--- config.mk ---
export PLATFORM = sky130hd
export DESIGN_NAME = decimal_frame_to_tuning_code
export DESIGN_NICKNAME = d
export VERILOG_FILES = /design/src/hdl/dftc_pkg.sv /design/src/hdl/dftc_queue.sv /design/src/hdl/dftc_front.sv /design/src/hdl/dftc_back.sv /design/src/hdl/decimal_frame_to_tuning_code.sv
export SDC_FILE = /design/constraint.sdc
export NUM_CORES = 1
export LEC_CHECK = 0
export ABC_CLOCK_PERIOD_IN_PS = 9550
export BUFFER_PORTS_ARGS = -buffer_cell sky130_fd_sc_hd__buf_2
export CAP_MARGIN = 5
export CORE_UTILIZATION = 34
export DETAILED_ROUTE_END_ITERATION = 10
export GPL_ROUTABILITY_DRIVEN = 1
export SETUP_SLACK_MARGIN = 0.1
export SLEW_MARGIN = 40
export SYNTH_ARGS = -nofsm -noshare
export SYNTH_HDL_FRONTEND = slang
export SYNTH_SLANG_ARGS = --single-unit
--- constraint.sdc ---
create_clock -name clk -period 9.55 [get_ports clk]
set_clock_uncertainty 0.1 [all_clocks]
set_input_delay 0.4775 -clock clk [delete_from_list [all_inputs] [get_ports clk]]
set_output_delay 0.4775 -clock clk [all_outputs]
set_load 0.01 [all_outputs]
--- src/hdl/dftc_pkg.sv ---
// package for the decimal frame to tuning code block
// holds field widths, frame layout, segment table and the result type; no dependencies
`default_nettype none

package dftc_pkg;

  localparam int unsigned BYTE_W   = 8;
  localparam int unsigned FREQ_W   = 16;
  localparam int unsigned CODE_W   = 12;
  localparam int unsigned COUNT_W  = 3;
  localparam int unsigned WEIGHT_W = 10;
  localparam int unsigned NUM_SEG  = 5;
  localparam int unsigned X_W      = 20;
  localparam int unsigned OFFS_W   = 18;
  localparam int unsigned GAIN_W   = 24;
  localparam int unsigned PROD_W   = X_W + GAIN_W;
  localparam int unsigned CODE_LSB = 32;

  localparam int unsigned MID_DEPTH_DEF = 2;
  localparam int unsigned OUT_DEPTH_DEF = 4;

  // frame positions
  localparam logic [COUNT_W-1:0] POS_THOUSANDS = 3'd2;
  localparam logic [COUNT_W-1:0] POS_HUNDREDS  = 3'd3;
  localparam logic [COUNT_W-1:0] POS_TENS      = 3'd4;
  localparam logic [COUNT_W-1:0] POS_LAST      = 3'd5;

  localparam logic [FREQ_W-1:0] DIGIT_BASE = 16'd48;
  localparam logic [FREQ_W-1:0] FREQ_MIN   = 16'd1000;
  localparam logic [FREQ_W-1:0] FREQ_MAX   = 16'd2000;

  localparam logic [WEIGHT_W-1:0] W_THOUSANDS = 10'd1000;
  localparam logic [WEIGHT_W-1:0] W_HUNDREDS  = 10'd100;
  localparam logic [WEIGHT_W-1:0] W_TENS      = 10'd10;
  localparam logic [WEIGHT_W-1:0] W_ONES      = 10'd1;

  typedef logic [FREQ_W-1:0] seg_upper_arr_t [NUM_SEG];
  typedef logic signed [OFFS_W-1:0] seg_offs_arr_t [NUM_SEG];
  typedef logic [GAIN_W-1:0] seg_gain_arr_t [NUM_SEG];

  // inclusive upper bound, offset in q8, gain in q24
  localparam seg_upper_arr_t SEG_UPPER = '{16'd1200, 16'd1400, 16'd1600, 16'd1800, 16'd2000};
  localparam seg_offs_arr_t  SEG_OFFS  = '{18'sd37394, -18'sd4655, 18'sd37076,
                                           -18'sd14055, 18'sd108116};
  localparam seg_gain_arr_t  SEG_GAIN  = '{24'd13677403, 24'd11833318, 24'd13370393,
                                           24'd11756372, 24'd15829029};

  typedef struct packed {
    logic [FREQ_W-1:0] freq_value;
    logic [CODE_W-1:0] dac_code;
  } result_t;

endpackage

`default_nettype wire

--- src/hdl/dftc_queue.sv ---
// small first-in first-out queue with occupancy count
// register-file storage; no package dependency
`default_nettype none

module dftc_queue #(
  parameter int unsigned DEPTH = 2,
  parameter int unsigned WIDTH = 16
) (
  input  wire logic                       clk,
  input  wire logic                       rst_n,
  input  wire logic                       push,
  input  wire logic [WIDTH-1:0]           wdata,
  output logic                            full,
  input  wire logic                       pop,
  output logic [WIDTH-1:0]                rdata,
  output logic                            empty,
  output logic [$clog2(DEPTH+1)-1:0]      count
);

  localparam int unsigned PW = (DEPTH > 1) ? $clog2(DEPTH) : 1;
  localparam int unsigned CW = $clog2(DEPTH + 1);
  localparam logic [PW-1:0] LAST_PTR = PW'(DEPTH - 1);
  localparam logic [CW-1:0] FULL_CNT = CW'(DEPTH);

  logic [WIDTH-1:0] mem [DEPTH];
  logic [PW-1:0]    wr_ptr_r, wr_ptr_nxt;
  logic [PW-1:0]    rd_ptr_r, rd_ptr_nxt;
  logic [CW-1:0]    count_r, count_nxt;
  logic             do_push, do_pop;

  assign full    = (count_r == FULL_CNT);
  assign empty   = (count_r == '0);
  assign count   = count_r;
  assign rdata   = mem[rd_ptr_r];
  assign do_push = push && !full;
  assign do_pop  = pop && !empty;

  always_comb begin
    wr_ptr_nxt = wr_ptr_r;
    rd_ptr_nxt = rd_ptr_r;
    count_nxt  = count_r;
    if (do_push) begin
      wr_ptr_nxt = (wr_ptr_r == LAST_PTR) ? '0 : wr_ptr_r + 1'b1;
    end
    if (do_pop) begin
      rd_ptr_nxt = (rd_ptr_r == LAST_PTR) ? '0 : rd_ptr_r + 1'b1;
    end
    if (do_push && !do_pop) begin
      count_nxt = count_r + 1'b1;
    end else if (do_pop && !do_push) begin
      count_nxt = count_r - 1'b1;
    end
  end

  always_ff @(posedge clk) begin
    if (!rst_n) begin
      wr_ptr_r <= '0;
      rd_ptr_r <= '0;
      count_r  <= '0;
    end else begin
      wr_ptr_r <= wr_ptr_nxt;
      rd_ptr_r <= rd_ptr_nxt;
      count_r  <= count_nxt;
    end
  end

  always_ff @(posedge clk) begin
    if (do_push) begin
      mem[wr_ptr_r] <= wdata;
    end
  end

endmodule

`default_nettype wire

--- src/hdl/dftc_front.sv ---
// front end: frame position counter and decimal digit accumulator
// depends on dftc_pkg; hands each finished frequency to the middle queue
`default_nettype none

module dftc_front (
  input  wire logic                         clk,
  input  wire logic                         rst_n,
  input  wire logic                         in_push,
  input  wire logic [dftc_pkg::BYTE_W-1:0]  in_rx_byte,
  output logic                              in_full,
  input  wire logic                         mid_full,
  output logic                              mid_push,
  output logic [dftc_pkg::FREQ_W-1:0]       mid_freq
);

  import dftc_pkg::*;

  logic [COUNT_W-1:0]          byte_count_r, byte_count_nxt;
  logic [FREQ_W-1:0]           digit_accum_r, digit_accum_nxt;
  logic                        accept;
  logic                        is_digit_pos;
  logic                        is_last;
  logic [WEIGHT_W-1:0]         weight;
  logic [FREQ_W-1:0]           digit;
  logic [FREQ_W+WEIGHT_W-1:0]  term_full;
  logic [FREQ_W-1:0]           sum;

  assign in_full      = mid_full;
  assign accept       = in_push && !mid_full;
  assign is_digit_pos = (byte_count_r >= POS_THOUSANDS);
  // counts of six and seven are handled as the last byte
  assign is_last      = (byte_count_r >= POS_LAST);

  always_comb begin
    case (byte_count_r)
      POS_THOUSANDS: weight = W_THOUSANDS;
      POS_HUNDREDS:  weight = W_HUNDREDS;
      POS_TENS:      weight = W_TENS;
      default:       weight = W_ONES;
    endcase
  end

  // no digit check, wraps mod 2^16
  assign digit     = {{(FREQ_W-BYTE_W){1'b0}}, in_rx_byte} - DIGIT_BASE;
  assign term_full = digit * weight;
  assign sum       = digit_accum_r + term_full[FREQ_W-1:0];

  always_comb begin
    byte_count_nxt  = byte_count_r;
    digit_accum_nxt = digit_accum_r;
    if (accept) begin
      if (is_last) begin
        byte_count_nxt  = '0;
        digit_accum_nxt = '0;
      end else begin
        byte_count_nxt = byte_count_r + 1'b1;
        if (is_digit_pos) begin
          digit_accum_nxt = sum;
        end
      end
    end
  end

  assign mid_push = accept && is_last;
  assign mid_freq = sum;

  always_ff @(posedge clk) begin
    if (!rst_n) begin
      byte_count_r  <= '0;
      digit_accum_r <= '0;
    end else begin
      byte_count_r  <= byte_count_nxt;
      digit_accum_r <= digit_accum_nxt;
    end
  end

endmodule

`default_nettype wire

--- src/hdl/dftc_back.sv ---
// back end: two-stage segment lookup and q24 gain multiply
// depends on dftc_pkg; issues against credit in the result queue
`default_nettype none

module dftc_back #(
  parameter int unsigned OUT_DEPTH = dftc_pkg::OUT_DEPTH_DEF
) (
  input  wire logic                            clk,
  input  wire logic                            rst_n,
  input  wire logic                            mid_empty,
  input  wire logic [dftc_pkg::FREQ_W-1:0]     mid_freq,
  output logic                                 mid_pop,
  input  wire logic [$clog2(OUT_DEPTH+1)-1:0]  out_count,
  output logic                                 res_push,
  output dftc_pkg::result_t                    res_data
);

  import dftc_pkg::*;

  localparam int unsigned CW = $clog2(OUT_DEPTH + 1);
  localparam logic [CW:0] CREDIT_MAX = (CW+1)'(OUT_DEPTH);

  logic [CW:0]               in_use;
  logic                      issue;
  logic                      in_range;
  logic [FREQ_W-1:0]         sel_upper_dummy;
  logic signed [OFFS_W-1:0]  sel_offs;
  logic [GAIN_W-1:0]         sel_gain;
  logic                      found;
  logic signed [X_W:0]       x_s;
  logic [PROD_W-1:0]         prod;

  logic                      v1_r;
  logic [FREQ_W-1:0]         f1_r;
  logic [X_W-1:0]            x1_r;
  logic [GAIN_W-1:0]         g1_r;
  logic                      z1_r;
  logic                      v2_r;
  logic [FREQ_W-1:0]         f2_r;
  logic [CODE_W-1:0]         c2_r;

  // results in flight count against the result queue space
  assign in_use  = {1'b0, out_count} + (CW+1)'(v1_r) + (CW+1)'(v2_r);
  assign issue   = !mid_empty && (in_use < CREDIT_MAX);
  assign mid_pop = issue;

  assign in_range = (mid_freq >= FREQ_MIN) && (mid_freq <= FREQ_MAX);

  // first segment whose upper bound covers the value
  always_comb begin
    sel_offs        = SEG_OFFS[NUM_SEG-1];
    sel_gain        = SEG_GAIN[NUM_SEG-1];
    sel_upper_dummy = SEG_UPPER[NUM_SEG-1];
    found           = 1'b0;
    for (int i = 0; i < NUM_SEG; i++) begin
      if (!found && (mid_freq <= SEG_UPPER[i])) begin
        found           = 1'b1;
        sel_offs        = SEG_OFFS[i];
        sel_gain        = SEG_GAIN[i];
        sel_upper_dummy = SEG_UPPER[i];
      end
    end
  end

  assign x_s = $signed({1'b0, mid_freq[X_W-9:0], 8'b0})
             - $signed({{(X_W+1-OFFS_W){sel_offs[OFFS_W-1]}}, sel_offs});

  always_ff @(posedge clk) begin
    if (!rst_n) begin
      v1_r <= 1'b0;
      v2_r <= 1'b0;
    end else begin
      v1_r <= issue;
      v2_r <= v1_r;
    end
  end

  always_ff @(posedge clk) begin
    if (issue) begin
      f1_r <= mid_freq;
      x1_r <= x_s[X_W-1:0];
      g1_r <= sel_gain;
      z1_r <= !in_range || x_s[X_W] || (sel_upper_dummy < mid_freq);
    end
    if (v1_r) begin
      f2_r <= f1_r;
      c2_r <= z1_r ? '0 : prod[CODE_LSB +: CODE_W];
    end
  end

  assign prod = x1_r * g1_r;

  assign res_push            = v2_r;
  assign res_data.freq_value = f2_r;
  assign res_data.dac_code   = c2_r;

endmodule

`default_nettype wire

--- src/hdl/decimal_frame_to_tuning_code.sv ---
// path: sixth beat, middle queue, back stages v1 and v2, result queue, out_ ports
// throughput: one byte beat per cycle while in_full is low; one result per six beats
// front accumulates digits, a 2-deep queue feeds a 2-stage lookup and 20x24 multiply
// result queue of 4 parts the block from the consumer
// reset: synchronous active-low rst_n clears frame position, accumulator, queues, pipe
`default_nettype none

module decimal_frame_to_tuning_code #(
  parameter int unsigned MID_DEPTH = dftc_pkg::MID_DEPTH_DEF,
  parameter int unsigned OUT_DEPTH = dftc_pkg::OUT_DEPTH_DEF
) (
  input  wire logic                         clk,
  input  wire logic                         rst_n,
  input  wire logic                         in_push,
  input  wire logic [dftc_pkg::BYTE_W-1:0]  in_rx_byte,
  output logic                              in_full,
  output logic                              out_empty,
  input  wire logic                         out_pop,
  output logic [dftc_pkg::FREQ_W-1:0]       out_freq_value,
  output logic [dftc_pkg::CODE_W-1:0]       out_dac_code
);

  import dftc_pkg::*;

  logic                              mid_full, mid_push, mid_pop, mid_empty;
  logic [FREQ_W-1:0]                 mid_wfreq, mid_rfreq;
  logic [$clog2(MID_DEPTH+1)-1:0]    mid_count;
  logic [$clog2(OUT_DEPTH+1)-1:0]    out_count;
  logic                              res_push;
  logic                              res_full;
  result_t                           res_data, res_head;

  dftc_front u_front (
    .clk        (clk),
    .rst_n      (rst_n),
    .in_push    (in_push),
    .in_rx_byte (in_rx_byte),
    .in_full    (in_full),
    .mid_full   (mid_full),
    .mid_push   (mid_push),
    .mid_freq   (mid_wfreq)
  );

  dftc_queue #(
    .DEPTH (MID_DEPTH),
    .WIDTH (FREQ_W)
  ) u_mid_q (
    .clk   (clk),
    .rst_n (rst_n),
    .push  (mid_push),
    .wdata (mid_wfreq),
    .full  (mid_full),
    .pop   (mid_pop),
    .rdata (mid_rfreq),
    .empty (mid_empty),
    .count (mid_count)
  );

  dftc_back #(
    .OUT_DEPTH (OUT_DEPTH)
  ) u_back (
    .clk       (clk),
    .rst_n     (rst_n),
    .mid_empty (mid_empty),
    .mid_freq  (mid_rfreq),
    .mid_pop   (mid_pop),
    .out_count (out_count),
    .res_push  (res_push),
    .res_data  (res_data)
  );

  // space is reserved at issue, so res_full is never hit on a push
  dftc_queue #(
    .DEPTH ($bits(result_t) > 0 ? OUT_DEPTH : 1),
    .WIDTH ($bits(result_t))
  ) u_out_q (
    .clk   (clk),
    .rst_n (rst_n),
    .push  (res_push),
    .wdata (res_data),
    .full  (res_full),
    .pop   (out_pop),
    .rdata (res_head),
    .empty (out_empty),
    .count (out_count)
  );

  assign out_freq_value = res_head.freq_value;
  assign out_dac_code   = res_head.dac_code;

  // occupancy of the middle queue and full flag of the result queue are not needed here
  logic unused_ok;
  assign unused_ok = ^{mid_count, res_full};

endmodule

`default_nettype wire

==> flow_summary.json, run 1 <==
{
  "core-area_um2": 80940,
  "die_h_um": 288.7,
  "worstSkewPairLatency_ns": 0.56,
  "firstDrtPassIters": 5,
  "grt_first_pass_wirelength_um": 105200,
  "critPathSlowestCell": "edfxtp_1",
  "diodes": 0,
  "cts_sinks": 259,
  "post_cts.repair.setup_buffers": 0,
  "die-area_um2": 83340,
  "tritoncts": "built",
  "rsz0062_at_grt": "no",
  "drcViolationCount": 0,
  "drtIter0Drc": 1154,
  "busiest_layer": "met2",
  "timing.fmax_ghz": 0.1227,
  "grt_usage_pct": 16.41,
  "drive_gt1_share_pct": 6.918,
  "period_share_pct": 85.34,
  "ff2ff_path_depth": 22,
  "path_buf_inv": 5,
  "max_cap_violations": 0,
  "hold_path_class": "in2reg",
  "avgSynthCellArea_um2": 10.96,
  "met2_usage_pct": 27.99,
  "h-tree-depth": 1,
  "yosysSeqAreaShare_pct": 26.58,
  "hold_depth": 4,
  "postCtsHoldBufs": 0,
  "synth-seq-cells": 259,
  "yosysTopAreaCell": "fa_1",
  "cp_common_cell": "fa_1",
  "ys.flop_type": "edfxtp_1",
  "start_kind": "flop",
  "root_buffer": "clkbuf_16",
  "synth_edf_count": 224,
  "cp_max_fo": 15,
  "vias": 17546,
  "status": "finished, final reports clean",
  "finalCriticalPeriod_ns": 8.150,
  "wl_um": 66500,
  "synthCells": 2550,
  "antenna_found_initial": 1,
  "crit_required_ns": 9.74,
  "setup_viol": 0,
  "clkTransAtPathRegs_ns": 0.06,
  "netlist_top_cells_area": "fa_1 32%, edfxtp_1 24%, ha_1 11%",
  "cp_slowest_stage_delay_ns": 0.89,
  "rows": 104,
  "via_per_inst": 4.791,
  "yosys_warnings": 0,
  "synth.most_common_cell": "inv_1",
  "io_buffers": 41,
  "grt.met1_usage_pct": 21.44,
  "path_delay_family": "adder cells",
  "ant_nets": 0,
  "hpwlAfterDp_um": 54200,
  "cts_buffers": 28,
  "reg2reg_to": "u_back.c2_r[8]",
  "nets": 3283,
  "area_delta_synth_final_pct": 8.611,
  "worst_pin_slew_ns": 0.9100,
  "cts_max_path_buffers": 3,
  "wl_per_cell_um": 18.16,
  "syn_area_um2": 27940,
  "finalHoldViolCount": 0,
  "grt_pass1_vias": 18698,
  "gp_congestion": 0.9027,
  "setup.worst_path.class": "reg2reg",
  "yosys.area.top_type_share_pct": 32.31,
  "async_flop_share_pct": 0,
  "r2r_setup_slack_ns": 1.40,
  "grt_max_degree": 56,
  "cp.arrival_ns": 8.34,
  "worstSetupEndpointType": "flop",
  "initial_core_util_pct": 34.52,
  "met3_usage_pct": 3.088,
  "synthesis.nets": 3252,
  "synth_common_cells": "595 x inv_1, 451 x fa_1, 239 x ha_1",
  "overflow": 0,
  "tns_ns": 0,
  "fp.dieW_um": 288.7,
  "r2r-start": "u_back.g1_r[7]",
  "slew_headroom_pct": 39.34,
  "path_cells": "inv_1 -> nor2_1 -> fa_1 -> fa_1 -> inv_1 -> fa_1 -> inv_1 -> fa_1 -> ha_1 -> fa_1 -> inv_1 -> fa_1 -> inv_1 -> ha_1 -> nor3_1 -> nor4_1 -> o2111ai_1 -> o22ai_1 -> o41ai_1 -> and2b_1 -> nor4_1 -> a311o_1",
  "hp-start": "out_pop",
  "finalMaxSlewViolations": 0,
  "boundaryPins": 42,
  "cts_resized": 0,
  "synthDistinctLibCells": 84
}
[per-stage QoR]
step	hold WS [ns]	std cells	setup WS (ns)	util, %	instance area, um2
final	0.2727	3662	1.400	37.50	30350
after global routing	0.3087	3662	0.9489	37.50	30350
after CTS	0.2462	3661	1.201	37.47	30320
after detailed placement	0.3071	3610	1.224	36.39	29460
after global placement	0.3053	3604	1.340	36.31	29390
after floorplan	0.3003	2550	2.345	-	27940
[cell type report]
| class | instances | area, um2 |
|---|---|---|
| fill | 8000 | 50590 |
| multi-input combinational | 1621 | 18010 |
| sequential | 259 | 7428 |
| inverter | 599 | 2248 |
| tap | 1060 | 1326 |
| clock buffer | 41 | 759.5 |
| timing repair buffer | 72 | 464.2 |
| clock inverter | 10 | 108.9 |
[worst max-delay path by stage]
stage	start	slack, ns	end	depth (start not counted)
2_1_floorplan	u_back.g1_r[9]	2.35	u_back.c2_r[8]	26
3_3_place_gp	u_back.g1_r[11]	1.34	u_back.c2_r[7]	22
3_5_place_dp	u_back.g1_r[11]	1.22	u_back.c2_r[8]	22
4_1_cts	u_back.g1_r[11]	1.20	u_back.c2_r[8]	22
5_1_grt	u_back.g1_r[11]	0.95	u_back.c2_r[7]	22
6_report	u_back.g1_r[7]	1.40	u_back.c2_r[8]	22
[layer usage]
metal / wire length [um] / up-vias / share of wire (%)
li1: - / 8106 / -
met1: 28270 / 8895 / 43
met2: 32500 / 448 / 49
met3: 4005 / 97 / 6.0
met4: 1718 / 0 / 2.6
met5: 0 / - / 0
[sequential cells by signal, summed over array words and instances, names as in the netlist, 2 cells and up, named ones only]
signal and flops:
u_back.f1_r 16, u_out_q.wr_ptr_r 2, u_back.c2_r 12, u_back.x1_r 19, u_mid_q.count 2, u_back.f2_r 16
u_out_q.rd_ptr_r 2, u_front.byte_count_r 3, u_out_q.mem 112, u_front.digit_accum_r 16, u_mid_q.mem 32, u_back.g1_r 16
u_out_q.count 3
[cells in the final DEF (no fill, tap or decap), types with 7 or more instances in the layout]
cell type and n:
inv_1 595, fa_1 451, ha_1 239, edfxtp_1 224
nand2_1 218, and2_1 156, nor2_1 81, a21oi_1 59
xnor2_1 45, buf_2 41, o21ai_0 36, dfxtp_1 34
nand3_1 29, mux4_2 28, clkbuf_16 28, nor3_1 24
and3_1 24, buf_4 24, a21o_1 22, nor2b_1 22
xor2_1 15, nand2b_1 12, clkbuf_1 12, mux2_2 10
a22oi_1 10, o21a_1 9, mux2i_1 8, o21bai_1 8
nand4_1 7, a21boi_0 7, buf_6 7
[logic make-up after synthesis]
group / after synthesis / synth area share [%]
xor+xnor: 62 / 2.019
mux: 51 / 3.291
simple gates: 611 / 10.93
buf+inv: 670 / 9.067
fa+ha+maj: 690 / 43.01
compound gates: 207 / 5.100
flops: 259 / 26.58
[tightest hold or removal path: stages]
cell and delay, ns:
buf_2 0.08, nand2b_1 0.11, a21oi_1 0.16, nor2b_1 0.06
Power of run 1 is left out: the tool's default activity adds up to more than one toggle a clock period on the data nets, which glitch-free logic cannot reach.
==> run 2, diff against run 1 <==
Settings changed: ABC_AREA set to 1, RECOVER_POWER set to 25.
==> flow_summary.json, run 2 <==
{
  "drtIter0Drc": 1535,
  "io_buffers": 41,
  "setup.worst_path.class": "reg2reg",
  "worst_pin_slew_ns": 0.9287,
  "rsz0062_at_grt": "no",
  "max_cap_violations": 0,
  "initial_core_util_pct": 34.60,
  "start_kind": "flop",
  "tritoncts": "built",
  "hpwlAfterDp_um": 59100,
  "cts_max_path_buffers": 3,
  "ys.flop_type": "edfxtp_1",
  "largest-register": "u_out_q.mem",
  "rows": 106,
  "cts_buffers": 29,
  "synthesis.nets": 3931,
  "async_flop_share_pct": 0,
  "synth.most_common_cell": "inv_1",
  "path_delay_family": "adder cells",
  "grt_max_degree": 58,
  "syn_area_um2": 29140,
  "yosys.area.top_type_share_pct": 30.99,
  "diodes": 0,
  "cp_slowest_stage_delay_ns": 0.95,
  "synthDistinctLibCells": 51,
  "final_cell_mix": "882 x inv_1, 614 x nand2_1, 451 x fa_1, 239 x ha_1, 224 x edfxtp_1",
  "finalCriticalPeriod_ns": 6.982,
  "h-tree-depth": 1,
  "wl_per_cell_um": 16.71,
  "hold_path_class": "in2reg",
  "cts_resized": 0,
  "cp.arrival_ns": 7.20,
  "slew_headroom_pct": 38.09,
  "boundaryPins": 42,
  "final_common_cell": "inv_1",
  "die_h_um": 294.7,
  "netlist_top_cells_area": "fa_1 31%, edfxtp_1 23%, inv_1 11%",
  "core-area_um2": 84220,
  "timing.fmax_ghz": 0.1432,
  "path_buf_inv": 6,
  "yosysTopAreaCell": "fa_1",
  "synthXorXnorAreaFrac_pct": 1.052,
  "area_delta_synth_final_pct": 8.648,
  "synth-simple-area-share_pct": 12.99,
  "gp_congestion": 0.9305,
  "postCtsHoldBufs": 0,
  "yosysSeqAreaShare_pct": 25.49,
  "grt_usage_pct": 17.34,
  "r2r_setup_slack_ns": 2.57,
  "reg_top3": "u_out_q.mem: 112 flops, u_mid_q.mem: 32 flops, u_back.x1_r: 19 flops",
  "synth_compound_area_share_pct": 6.252,
  "status": "finished, final reports clean",
  "synth_common_cells": "885 x inv_1, 614 x nand2_1, 451 x fa_1",
  "fp.dieW_um": 294.7,
  "finalMaxSlewViolations": 0,
  "wl_um": 73530,
  "synth-seq-cells": 259,
  "synthCells": 3229,
  "post_cts.repair.setup_buffers": 0,
  "antenna_found_initial": 1,
  "yosys_warnings": 0,
  "setup_viol": 0,
  "nets": 3945,
  "largest_reg_flops": 112,
  "worstSetupEndpointType": "flop",
  "crit_required_ns": 9.77,
  "synth_top_family_by_area": "adder cells",
  "cts_sinks": 259,
  "synth.area.mux_share_pct": 0,
  "tns_ns": 0,
  "vias": 20348,
  "grt_first_pass_wirelength_um": 116400,
  "grt_pass1_vias": 20819,
  "clkTransAtPathRegs_ns": 0.07,
  "via_per_inst": 4.625,
  "firstDrtPassIters": 5,
  "drcViolationCount": 0,
  "period_share_pct": 73.11,
  "overflow": 0,
  "root_buffer": "clkbuf_16",
  "synth_edf_count": 224,
  "cp_max_fo": 21,
  "die-area_um2": 86870,
  "ant_nets": 0,
  "critPathSlowestCell": "edfxtp_1",
  "worstSkewPairLatency_ns": 0.57,
  "synthAdderAreaFrac_pct": 41.25,
  "drive_gt1_share_pct": 5.940,
  "avgSynthCellArea_um2": 9.024,
  "finalHoldViolCount": 0
}
-- run 2: metal layers --
metal	up-vias	global-route usage (%)	wire, um	share of wire [%]
met5	-	0	0	0
met4	0	5.043	2166	2.9
met3	106	1.832	3951	5.4
met2	532	28.90	34960	48
met1	9963	23.75	32450	44
li1	9747	-	-	-
-- run 2: area by class of cell --
cell class | instances | area [um2]
Fill cell | 8543 | 52560
Multi-Input combinational cell | 1973 | 17940
Sequential cell | 259 | 7428
Inverter | 899 | 3379
Tap cell | 1134 | 1419
Clock buffer | 34 | 744.5
Timing Repair Buffer | 81 | 524.3
Clock inverter | 20 | 219.0
-- run 2: final timing paths --
| path | start | cells after the start | to |
|---|---|---|---|
| max | u_back.g1_r[11] | 25 | u_back.c2_r[2] |
| min | rst_n | 3 | u_back.res_push |
| max reg2reg | u_back.g1_r[11] | 25 | u_back.c2_r[2] |
| min reg2reg | u_back.f1_r[9] | 0 | u_back.f2_r[9] |
-- run 2: cell families (layout without fill, tap and decap cells) --
| kind of cell | Yosys count | count (layout) |
|---|---|---|
| buf+inv | 997 | 1034 |
| simple gates | 927 | 927 |
| fa+ha+maj | 690 | 690 |
| compound gates | 321 | 321 |
| flops | 259 | 259 |
| xor+xnor | 35 | 35 |
-- run 2: worst register-to-register path: stages (launching register included) --
cell and delay, ns:
edfxtp_1 0.95, nand2_1 0.25, fa_1 0.59, inv_1 0.06, fa_1 0.50, inv_1 0.05, fa_1 0.53, inv_1 0.06
fa_1 0.51, fa_1 0.44, fa_1 0.54, inv_1 0.05, fa_1 0.53, inv_1 0.04, ha_1 0.31, nand2_1 0.10
nor2_1 0.10, inv_1 0.06, nor3_1 0.27, nand2_1 0.10, nand2_1 0.06, nand2_1 0.05, nand2_1 0.18, nand2_1 0.11
a21oi_1 0.15, nor2_1 0.06
-- run 2: per-stage QoR --
step	hold slack, ns	util, %	std cells	setup WS, ns	instance area [um2]
finish	0.1148	37.59	4400	2.568	31660
global route	0.1106	37.59	4400	2.248	31660
CTS	0.08851	37.58	4399	2.653	31650
detailed placement	0.3054	36.43	4345	2.664	30680
global placement	0.3007	36.39	4343	2.689	30650
floorplan	0.3003	-	3229	3.314	29140
Power of run 2 is left out for the same reason.
